===== src/hw/rtl/double_ended_queue_unit_defines.svh =====
// Assertion macros for the double-ended queue unit.
// Needs clk and rst_n in scope at the point of use.
`ifndef DOUBLE_ENDED_QUEUE_UNIT_DEFINES_SVH
`define DOUBLE_ENDED_QUEUE_UNIT_DEFINES_SVH

// Same-cycle implication, checked out of reset.
`define DEQ_ASSERT_IMP(lbl, ante, cons, msg) \
  lbl: assert property (@(posedge clk) disable iff (!rst_n) (ante) |-> (cons)) \
    else $error(msg);

// Next-cycle implication, checked out of reset.
`define DEQ_ASSERT_NXT(lbl, ante, cons, msg) \
  lbl: assert property (@(posedge clk) disable iff (!rst_n) (ante) |=> (cons)) \
    else $error(msg);

`endif


===== src/hw/rtl/deq_pkg.sv =====
// Shared types and codes for the double-ended queue unit.
// No dependencies.
`default_nettype none

package deq_pkg;

  typedef logic [2:0] cmd_t;
  typedef logic [1:0] status_t;

  localparam cmd_t CMD_PUSH_FRONT = 3'd0;
  localparam cmd_t CMD_PUSH_BACK  = 3'd1;
  localparam cmd_t CMD_POP_FRONT  = 3'd2;
  localparam cmd_t CMD_POP_BACK   = 3'd3;
  localparam cmd_t CMD_DUMP       = 3'd4;

  localparam status_t ST_DONE  = 2'd0;
  localparam status_t ST_EMPTY = 2'd1;
  localparam status_t ST_FULL  = 2'd2;
  localparam status_t ST_ELEM  = 2'd3;

  localparam int DATA_W = 32;

endpackage

`default_nettype wire


===== src/hw/rtl/deq_mem.sv =====
// Element store: one write port, one read port, registered read data.
// Uses deq_pkg for the data width.
`default_nettype none

module deq_mem #(
  parameter int DEPTH = 32,
  parameter int AW    = 5
) (
  input  wire logic                            clk,
  input  wire logic                            wr_en,
  input  wire logic [AW-1:0]                   wr_addr,
  input  wire logic signed [deq_pkg::DATA_W-1:0] wr_data,
  input  wire logic                            rd_en,
  input  wire logic [AW-1:0]                   rd_addr,
  output logic signed [deq_pkg::DATA_W-1:0]    rd_data
);

  logic signed [deq_pkg::DATA_W-1:0] store_r [DEPTH];
  logic signed [deq_pkg::DATA_W-1:0] rd_data_r;

  always_ff @(posedge clk) begin
    if (wr_en) begin
      store_r[wr_addr] <= wr_data;
    end
  end

  // read data holds until the next read
  always_ff @(posedge clk) begin
    if (rd_en) begin
      rd_data_r <= store_r[rd_addr];
    end
  end

  assign rd_data = rd_data_r;

endmodule

`default_nettype wire


===== src/hw/rtl/deq_ctrl.sv =====
// Command sequencer: ring pointers, dump streaming and output register.
// Uses deq_pkg and the assertion macros header; drives deq_mem.
`default_nettype none

`include "double_ended_queue_unit_defines.svh"

module deq_ctrl #(
  parameter int CAPACITY = 32,
  parameter int AW       = 5,
  parameter int CW       = 6
) (
  input  wire logic                              clk,
  input  wire logic                              rst_n,
  input  wire logic                              in_valid,
  output logic                                   in_ready,
  input  wire logic [2:0]                        in_command,
  input  wire logic signed [deq_pkg::DATA_W-1:0] in_value,
  output logic                                   out_valid,
  input  wire logic                              out_ready,
  output logic [1:0]                             out_status,
  output logic signed [deq_pkg::DATA_W-1:0]      out_data,
  output logic                                   out_last,
  output logic                                   mem_we,
  output logic [AW-1:0]                          mem_waddr,
  output logic signed [deq_pkg::DATA_W-1:0]      mem_wdata,
  output logic                                   mem_re,
  output logic [AW-1:0]                          mem_raddr,
  input  wire logic signed [deq_pkg::DATA_W-1:0] mem_rdata
);

  localparam logic ST_IDLE = 1'b0;
  localparam logic ST_DUMP = 1'b1;
  localparam int   SW      = CW + 1;
  localparam logic [SW-1:0] CAP_S  = SW'(CAPACITY);
  localparam logic [CW-1:0] CAP_C  = CW'(CAPACITY);
  localparam logic [AW-1:0] TOP_A  = AW'(CAPACITY - 1);

  logic          state_r, state_nxt;
  logic [AW-1:0] front_r, front_nxt;
  logic [CW-1:0] count_r, count_nxt;
  logic [CW-1:0] iss_cnt_r, iss_cnt_nxt;
  logic [CW-1:0] mv_cnt_r, mv_cnt_nxt;
  logic          pend_r, pend_nxt;

  logic                              out_valid_r;
  deq_pkg::status_t                  out_status_r;
  logic signed [deq_pkg::DATA_W-1:0] out_data_r;
  logic                              out_last_r;

  logic                              acc, out_free, move, more, is_full, is_empty;
  logic                              load, ld_last, dump_end;
  deq_pkg::status_t                  ld_status;
  logic signed [deq_pkg::DATA_W-1:0] ld_data;
  logic [CW-1:0]                     ring_off;
  logic [SW-1:0]                     ring_sum;
  logic [AW-1:0]                     ring_addr, front_dec, front_inc;

  assign is_full  = (count_r == CAP_C);
  assign is_empty = (count_r == '0);
  assign out_free = !out_valid_r || out_ready;
  assign in_ready = (state_r == ST_IDLE) && out_free;
  assign acc      = in_valid && in_ready;
  assign move     = pend_r && out_free;
  assign more     = (iss_cnt_r != count_r);
  assign dump_end = ((mv_cnt_r + CW'(1)) == count_r);

  // one shared ring adder: back slot when idle, read slot during a dump
  assign ring_off  = (state_r == ST_DUMP) ? iss_cnt_r : count_r;
  assign ring_sum  = SW'(front_r) + SW'(ring_off);
  assign ring_addr = (ring_sum >= CAP_S) ? AW'(ring_sum - CAP_S) : AW'(ring_sum);
  assign front_dec = (front_r == '0) ? TOP_A : front_r - AW'(1);
  assign front_inc = (front_r == TOP_A) ? '0 : front_r + AW'(1);

  assign mem_re    = (state_r == ST_DUMP) && more && (!pend_r || move);
  assign mem_raddr = ring_addr;
  assign mem_wdata = in_value;

  always_comb begin
    state_nxt   = state_r;
    front_nxt   = front_r;
    count_nxt   = count_r;
    iss_cnt_nxt = iss_cnt_r;
    mv_cnt_nxt  = mv_cnt_r;
    load        = 1'b0;
    ld_status   = deq_pkg::ST_DONE;
    ld_data     = '0;
    ld_last     = 1'b1;
    mem_we      = 1'b0;
    mem_waddr   = ring_addr;

    if (acc) begin
      case (in_command)
        deq_pkg::CMD_PUSH_FRONT: begin
          load = 1'b1;
          if (is_full) begin
            ld_status = deq_pkg::ST_FULL;
          end else begin
            mem_we    = 1'b1;
            mem_waddr = front_dec;
            front_nxt = front_dec;
            count_nxt = count_r + CW'(1);
          end
        end
        deq_pkg::CMD_PUSH_BACK: begin
          load = 1'b1;
          if (is_full) begin
            ld_status = deq_pkg::ST_FULL;
          end else begin
            mem_we    = 1'b1;
            count_nxt = count_r + CW'(1);
          end
        end
        deq_pkg::CMD_POP_FRONT: begin
          load = 1'b1;
          if (is_empty) begin
            ld_status = deq_pkg::ST_EMPTY;
          end else begin
            front_nxt = front_inc;
            count_nxt = count_r - CW'(1);
          end
        end
        deq_pkg::CMD_POP_BACK: begin
          load = 1'b1;
          if (is_empty) begin
            ld_status = deq_pkg::ST_EMPTY;
          end else begin
            count_nxt = count_r - CW'(1);
          end
        end
        deq_pkg::CMD_DUMP: begin
          if (is_empty) begin
            load      = 1'b1;
            ld_status = deq_pkg::ST_EMPTY;
          end else begin
            state_nxt   = ST_DUMP;
            iss_cnt_nxt = '0;
            mv_cnt_nxt  = '0;
          end
        end
        default: begin
        end
      endcase
    end

    if (state_r == ST_DUMP) begin
      if (mem_re) begin
        iss_cnt_nxt = iss_cnt_r + CW'(1);
      end
      if (move) begin
        load       = 1'b1;
        ld_status  = deq_pkg::ST_ELEM;
        ld_data    = mem_rdata;
        ld_last    = dump_end;
        mv_cnt_nxt = mv_cnt_r + CW'(1);
        if (dump_end) begin
          state_nxt = ST_IDLE;
        end
      end
    end
  end

  // read data sits in the memory output register until moved
  always_comb begin
    pend_nxt = pend_r;
    if (mem_re) begin
      pend_nxt = 1'b1;
    end else if (move) begin
      pend_nxt = 1'b0;
    end
  end

  always_ff @(posedge clk) begin
    if (!rst_n) begin
      state_r     <= ST_IDLE;
      front_r     <= '0;
      count_r     <= '0;
      iss_cnt_r   <= '0;
      mv_cnt_r    <= '0;
      pend_r      <= 1'b0;
      out_valid_r <= 1'b0;
    end else begin
      state_r   <= state_nxt;
      front_r   <= front_nxt;
      count_r   <= count_nxt;
      iss_cnt_r <= iss_cnt_nxt;
      mv_cnt_r  <= mv_cnt_nxt;
      pend_r    <= pend_nxt;
      if (load) begin
        out_valid_r <= 1'b1;
      end else if (out_ready) begin
        out_valid_r <= 1'b0;
      end
    end
  end

  always_ff @(posedge clk) begin
    if (load) begin
      out_status_r <= ld_status;
      out_data_r   <= ld_data;
      out_last_r   <= ld_last;
    end
  end

  assign out_valid  = out_valid_r;
  assign out_status = out_status_r;
  assign out_data   = out_data_r;
  assign out_last   = out_last_r;

  `DEQ_ASSERT_IMP(a_count_bound, 1'b1, count_r <= CAP_C, "element count above capacity")
  `DEQ_ASSERT_IMP(a_no_wr_in_dump, state_r == ST_DUMP, !mem_we, "store written during dump")
  `DEQ_ASSERT_IMP(a_mv_le_iss, state_r == ST_DUMP, mv_cnt_r <= iss_cnt_r,
                  "more beats moved than reads issued")
  `DEQ_ASSERT_NXT(a_pend_held, pend_r && !move, pend_r, "pending read data dropped")

endmodule

`default_nettype wire


===== src/hw/rtl/double_ended_queue_unit.sv =====
// Top level of the bounded double-ended queue of signed 32-bit words.
// Uses deq_pkg; instantiates deq_ctrl and deq_mem.
//
//   channel  dir  handshake            payload
//   in_      in   in_valid/in_ready    in_command[2:0], in_value[31:0] signed
//   out_     out  out_valid/out_ready  out_status[1:0], out_data[31:0] signed, out_last
//
// Push and pop load their status beat into the output register at the accepting
// edge, so these commands run at one per cycle while the output is not stalled.
// A dump reads the store front to back through the one read port and moves each
// word on to the output register, one beat per cycle while the output is free.
// Reset is synchronous, active low; it clears pointers, counts and flags, and the
// store needs no clearing pass. Unused command codes are taken without a beat.
// A stalled output holds the dump: no read issues while read data waits.
`default_nettype none

module double_ended_queue_unit #(
  parameter int CAPACITY = 32
) (
  input  wire logic                              clk,
  input  wire logic                              rst_n,
  // command channel
  input  wire logic                              in_valid,
  output logic                                   in_ready,
  input  wire logic [2:0]                        in_command,
  input  wire logic signed [deq_pkg::DATA_W-1:0] in_value,
  // result channel
  output logic                                   out_valid,
  input  wire logic                              out_ready,
  output logic [1:0]                             out_status,
  output logic signed [deq_pkg::DATA_W-1:0]      out_data,
  output logic                                   out_last
);

  // ring slot index and element count widths (count must reach CAPACITY)
  localparam int AW = $clog2(CAPACITY);
  localparam int CW = $clog2(CAPACITY + 1);

  logic                              mem_we;
  logic [AW-1:0]                     mem_waddr;
  logic signed [deq_pkg::DATA_W-1:0] mem_wdata;
  logic                              mem_re;
  logic [AW-1:0]                     mem_raddr;
  logic signed [deq_pkg::DATA_W-1:0] mem_rdata;

  // sequencer: front pointer, count, dump counters and the output beat register
  deq_ctrl #(
    .CAPACITY (CAPACITY),
    .AW       (AW),
    .CW       (CW)
  ) u_ctrl (
    .clk        (clk),
    .rst_n      (rst_n),
    .in_valid   (in_valid),
    .in_ready   (in_ready),
    .in_command (in_command),
    .in_value   (in_value),
    .out_valid  (out_valid),
    .out_ready  (out_ready),
    .out_status (out_status),
    .out_data   (out_data),
    .out_last   (out_last),
    .mem_we     (mem_we),
    .mem_waddr  (mem_waddr),
    .mem_wdata  (mem_wdata),
    .mem_re     (mem_re),
    .mem_raddr  (mem_raddr),
    .mem_rdata  (mem_rdata)
  );

  // ring store: pushes write, dumps read; never both in one cycle
  deq_mem #(
    .DEPTH (CAPACITY),
    .AW    (AW)
  ) u_mem (
    .clk     (clk),
    .wr_en   (mem_we),
    .wr_addr (mem_waddr),
    .wr_data (mem_wdata),
    .rd_en   (mem_re),
    .rd_addr (mem_raddr),
    .rd_data (mem_rdata)
  );

endmodule

`default_nettype wire


===== config.mk =====
export PLATFORM = sky130hd
export DESIGN_NAME = double_ended_queue_unit
export DESIGN_NICKNAME = d
export VERILOG_FILES = /design/src/hw/rtl/deq_pkg.sv /design/src/hw/rtl/deq_mem.sv /design/src/hw/rtl/deq_ctrl.sv /design/src/hw/rtl/double_ended_queue_unit.sv
export VERILOG_INCLUDE_DIRS = /design/src /design/src/hw/rtl
export SDC_FILE = /design/constraint.sdc
export NUM_CORES = 1
export LEC_CHECK = 0
export BUFFER_PORTS_ARGS = -buffer_cell sky130_fd_sc_hd__buf_4
export CAP_MARGIN = 30
export CORE_AREA = 4 4 300 302
export CTS_BUF_LIST = sky130_fd_sc_hd__clkbuf_16
export DETAILED_ROUTE_END_ITERATION = 6
export DIE_AREA = 0 0 304 306
export PLACE_DENSITY = 0.66
export SKIP_CTS_REPAIR_TIMING = 1
export SYNTH_ARGS = -nofsm -noshare
export SYNTH_HDL_FRONTEND = slang
export SYNTH_SLANG_ARGS = --single-unit
export TNS_END_PERCENT = 10

===== constraint.sdc =====
create_clock -name clk -period 9.4 [get_ports clk]
set_input_delay 0.47 -clock clk [delete_from_list [all_inputs] [get_ports clk]]
set_output_delay 0.47 -clock clk [all_outputs]
set_load 0.1 [all_outputs]

# ---- Word level (Yosys, flattened, before mapping)
# Memories as Yosys holds them, arrays and structs flattened. A register that Yosys moved wholly into a read port is not among the register bits.
# Index checks and enable logic that the tools add are counted.
dict set report word_totals {
  regBits 61
  ramBits 1024
  out_inout_bits 37
  elab_cells 105
  mem_count 1
}
# memory words width rd rd_ports_with_merged_regs write_ports line
set memory_table {}
lappend memory_table {u_mem.store_r 32 32 1 1 1 deq_mem.sv:18} ;# logic signed [deq_pkg::DATA_W-1:0] store_r [DEPTH];
dict set report op_classes {
  n_addsub 8
  magnitude_cmp 1
  eq_ne 12
  n_mux 49
  bitwise_logic 1
  reduce_logical 23
}
# cell n
set op_table {}
lappend op_table {{6-bit two-way mux} 13}
lappend op_table {{5-bit two-way mux} 8}
lappend op_table {{1-bit two-way mux} 20}
lappend op_table {{6-bit by 1-bit adder with 6-bit output (second input constant)} 3}
lappend op_table {{6-bit one-hot mux with 2 select lines} 1}
lappend op_table {{5-bit one-hot mux with 2 select lines} 1}
lappend op_table {{5-bit by 1-bit subtractor with 5-bit output (second input constant)} 2}
lappend op_table {{2-bit two-way mux} 4}
lappend op_table {{2-bit inequality test (second input constant)} 4}
lappend op_table {{4-bit AND reduction} 2}
lappend op_table {{2-bit nonzero test} 4}
lappend op_table {{5-bit by 6-bit adder with 7-bit output} 1}
lappend op_table {{7-bit by 6-bit >= comparator with 1-bit output (second input constant)} 1}
lappend op_table {{3-bit by 2-bit == test with 1-bit output (second input constant)} 2}
lappend op_table {{6-bit == test} 1}
lappend op_table {{6-bit == test (second input constant)} 1}
lappend op_table {{6-bit zero test} 1}
lappend op_table {{6-bit inequality test} 1}
lappend op_table {{6-bit by 1-bit subtractor with 6-bit output (second input constant)} 1}
lappend op_table {{5-bit by 1-bit adder with 5-bit output (second input constant)} 1}
lappend op_table {{5-bit == test (second input constant)} 1}
lappend op_table {{1-bit logical AND} 5}
lappend op_table {{5-bit zero test} 1}
lappend op_table {{2-bit one-hot mux with 2 select lines} 1}
lappend op_table {{other kinds (11)} 14}

# ---- Longest topological paths before layout
dict set report depth {
  ltp_word 8
  ltp_mapped 11
}

# ---- Modules after synthesis
# Synthesis repeated with hierarchy kept, for this count alone.
dict set report hier_totals {
  cells_unflattened 2615
  hier_area_um2 44413.8
}
# mod n_inst cells_each area_each_um2 seq_area_each_um2
set by_module_without_submodules {}
lappend by_module_without_submodules {deq_mem 1 2260 40810.4 31710.4}
lappend by_module_without_submodules {deq_ctrl 1 355 3603.5 1571.5}

# ---- Worst setup path after synthesis
# No wires, ideal clock.
dict set report synth_path {
  path_type {flip-flop to flip-flop}
  start {reg u_ctrl.state_r}
  end {mem u_mem.store_r[12][0] (netlist bit), enable pin}
  setup_time_ns 0.502
  arrival_time_ns 5.835
  required_ns 8.898
  setup_slack_ns 3.063
  path_stages_with_launch 12
  period_less_slack_ns 6.337
  path_cell_list {dfxtp_1 -> buf_1 -> mux2_2 -> ha_1 -> fa_1 -> clkbuf_1 -> buf_1 -> nor2b_1 -> a21oi_1 -> a211oi_1 -> nand3_1 -> nor4_1}
}
dict set report synth_via {
  elab_chain_cells 7
  elab_cells_between_ends 14
  classes_between {add/sub: 2; order compare: 1; mux: 8; bitwise: 1; reduce/logical: 2}
}
# element line
set synth_rtl {}
lappend synth_rtl {{from (decl)} deq_ctrl.sv:38} ;# logic state_r, state_nxt;
lappend synth_rtl {{from (signal assigned)} deq_ctrl.sv:182} ;# state_r <= state_nxt;
lappend synth_rtl {{6-bit two-way mux} deq_ctrl.sv:68} ;# assign ring_off = (state_r == ST_DUMP) ? iss_cnt_r : count_r;
lappend synth_rtl {{5-bit by 6-bit adder with 7-bit output} deq_ctrl.sv:69} ;# assign ring_sum = SW'(front_r) + SW'(ring_off);
lappend synth_rtl {{7-bit by 6-bit >= comparator with 1-bit output or 5-bit by 1-bit subtractor with 5-bit output (tied branches)} deq_ctrl.sv:70} ;# assign ring_addr = (ring_sum >= CAP_S) ? AW'(ring_sum - CAP_S) : AW'(ring_sum);
lappend synth_rtl {{5-bit two-way mux} deq_ctrl.sv:70}
lappend synth_rtl {{5-bit two-way mux} deq_ctrl.sv:95} ;# if (is_full) begin
lappend synth_rtl {{5-bit two-way mux} deq_ctrl.sv:92} ;# case (in_command)
lappend synth_rtl {{5-bit two-way mux} deq_ctrl.sv:91} ;# if (acc) begin
lappend synth_rtl {{to (decl)} deq_mem.sv:18}
# Several ways; a longest one is shown, not always the timed one.

# ---- Final worst setup path
dict set report layout_path {
  start {reg u_ctrl.state_r}
  end {mem u_mem.store_r[7][18] (netlist bit), enable pin}
}
# Same word-level chain as after synthesis.

==> results by group <==
Status
  • Outcome: finished, final reports clean

Timing
  • Max Slew Vio Count: 0
  • FMAX: 197 MHz
  • Worst slew pin tran: 1180 ps
  • Clk_skew: 26.1 ps
  • Slew HR: 0.215
  • Endpoints failing hold: 0
  • Period utilisation layout: 0.539
  • Final setup fails: 0
  • RSZ-0062 raised after global routing: false
  • TNS Setup: 0 ps
  • Final Critical Period: 5070 ps

Logic synthesis
  • Share of synthesized registers carrying an async set or reset: 0
  • Share of the synthesized area in the top cell type: 0.755
  • Synthesized instance count: 1,861
  • Sequential element share of the synthesized area: 0.767
  • Synthesized flop and latch total: 1,117
  • Yosys warnings: 0
  • Cell type with the largest total area after synthesis: edfxtp_1
  • Mapped Area: 43,400 um^2
  • EDFF count, synth: 1,091
  • Distinct cells, synth: 58
  • Syn_nets: 1,915
  • Main flop type after synthesis: edfxtp_1
  • Mean Syn Cell Area: 23.3 um^2
  • Synth area leaders: edfxtp_1, mux4_2, dfxtp_1

Worst setup path
  • Startpoint types: register
  • CP peak stage delay: 1080 ps
  • Crit path required time: 9700 ps
  • WP data arrival: 5370 ps
  • Slowest-stage cell, CP: fa_4
  • CP Cell Sequence: mux2_2 > ha_4 > fa_4 > buf_12 > nand3_1 > o22ai_1 > nand2_1 > nor3_2 > buf_4
  • Worst setup path class: register to register
  • Crit-path max FO: 166
  • CP Capture Type: register

Clocking
  • H-tree levels: 3
  • Clk sinks: 1,117
  • CTS tree: done
  • Buffer depth of the longest clock path: 3
  • Reg clk slew, reported paths: 60 ps
  • Clk root buf: clkbuf_16
  • Number of buffers created by CTS: 111
  • Clk_lat worst skew: 690 ps

Route
  • Vias: 20.4k
  • Via density: 6.21
  • Drt first pass iters: 7
  • WL/cell: 30.3 um
  • DRC violations left: 0
  • Final ANT Viol Nets: 0
  • Iteration-0 DRC Markers: 2,564
  • Final WL: 99,700 um

Placement
  • GPL Wtd Cong: 0.790
  • Placed Instance Area: 45,800 um^2
  • Port bufs: 75
  • DP Cell Count: 3,081
  • Detailed Place HPWL: 50,700 um

Global route
  • Gr usage total: 0.215
  • GR Overflow Total: 0
  • Initial antenna violation count: 2
  • Number of global-route vias before repair: 20.9k
  • First-pass GRT wire length: 145,000 um
  • Largest net degree at the start of global routing: 167

Floorplan
  • Initial Util: 0.495
  • Die ar.: 93,000 um^2
  • Chip Width: 304 um
  • Area of the core: 87,700 um^2
  • # IOs: 76
  • Row count: 109
  • Die Ht: 306 um

Layout
  • Final instance area: 49,300 um^2
  • Final #Nets: 2,085
  • Fillers: 6,310
  • Layout cell share with drive strength beyond 1: 0.336
  • Non-Filler Instances: 3,286
  • Area grow syn2layout: 13.6%
  • Area occupied by multi-input gates: 9840 um^2
  • Register area: 33,300 um^2

Worst hold path
  • Hold Path Class: input pin to register

Power and ir drop
  • Maximum VDD drop: 0.000148 V
  • Leak pwr: 15.4 nW
  • P per Cell Area: 218 nW/um^2

Job
  • # Max-Cap Violations: 0
[area by class of cell]
cell class                      count  area share
Clock buffer                      111      0.0563
Antenna cell                        1   0.0000508
Clock inverter                     91      0.0135
Tap cell                         1165      0.0296
Sequential cell                  1117       0.675
Multi-Input combinational cell    643       0.200
Timing Repair Buffer              147      0.0251
Inverter                           11    0.000838
[power by group]
part           switching, mW  internal, mW
clock                   1.84          2.34
combinational          0.538         0.501
sequential            0.0155          5.51
[cells in the final DEF, fill, tap and decap left out, drive strengths merged, types with 18 or more instances in the layout]
cell type  Yosys  final
and2          36     36
mux4         320    320
inv           10     35
edfxtp      1091   1091
clkinv         1     56
mux2          39     39
nor2          24     24
dfxtp         26     26
xnor2         18     18
clkbuf        39    111
a21oi         23     23
buf           51    147
nor3          26     26
[synthesized netlist by cell type (all sizes together) (13+ instances only)]
cell,instances
dfxtp,26
xnor2,18
nor3,26
ha,13
mux4,320
nand2,15
o21ai,14
mux2,39
and2,36
nor2,24
edfxtp,1091
a21oi,23
clkbuf,39
buf,51
[kinds of logic (layout without fill, tap and decap cells)]
| logic type | count (synthesis) | in the layout | share of synthesized area |
|---|---|---|---|
| flip-flops | 1117 | 1117 | 0.767 |
| multiplexers | 369 | 369 | 0.179 |
| AND/OR/NAND/NOR | 161 | 161 | 0.0212 |
| buffers and inverters | 101 | 360 | 0.0125 |
| AO/OA/AOI/OAI | 69 | 69 | 0.00989 |
| XOR/XNOR | 29 | 29 | 0.00637 |
| adder cells (fa/ha/maj) | 15 | 15 | 0.00467 |
| other | 0 | 1 | 0 |
[per-layer routing]
metal | vias up | GRT usage | wire (um)
li1 | 8275 | - | -
met1 | 11000 | 0.309 | 41200
met2 | 912 | 0.347 | 48900
met3 | 179 | 0.0324 | 7070
met4 | 0 | 0.0646 | 2530
met5 | - | 0 | 0
[critical path: cells and delay by family (launching register included)]
family | cells | cell delay (ps)
mux | 1 | 420
fa+ha+maj | 2 | 1250
buf+inv | 2 | 1230
flops | 1 | 600
compound gates | 1 | 180
simple gates | 3 | 700
[path summary, 6_finish.rpt]
kind	from	end	slack, ps	depth (start not counted)
min	rst_n	u_ctrl.out_valid$_SDFFE_PN0P_	90	2
max reg2reg	u_ctrl.state_r$_SDFF_PN0_	u_mem.store_r[7][18]$_DFFE_PP_	4330	9
min reg2reg	u_mem.rd_data[21]$_DFFE_PP_	u_ctrl.out_data[21]$_SDFFCE_PN0P_	520	1
max	u_ctrl.state_r$_SDFF_PN0_	u_mem.store_r[7][18]$_DFFE_PP_	4330	9
[per-stage QoR]
stage          total power, mW   util  worst slack, ps  hold WS, ps
2_1_floorplan             6.40      -             3060          480
3_3_place_gp              6.64  0.521             4090          503
3_5_place_dp              6.68  0.522             4370          508
6_report                  10.7  0.562             4330         88.5
4_1_cts                   10.8  0.561             4370         48.0
5_1_grt                   11.1  0.562             4140         57.3
[sequential cells by signal, indices dropped and copies added, names as in the netlist]
signal	cells
u_ctrl.front_r	5
u_mem.store_r	1024
u_ctrl.state_r	1
u_ctrl.out_data	32
u_ctrl.count_r	6
u_ctrl.iss_cnt_r	6
u_mem.rd_data	32
u_ctrl.out_last	1
u_ctrl.pend_r	1
u_ctrl.out_status	2
u_ctrl.mv_cnt_r	6
u_ctrl.out_valid	1
No activity file was read; power rests on OpenSTA's default activity.
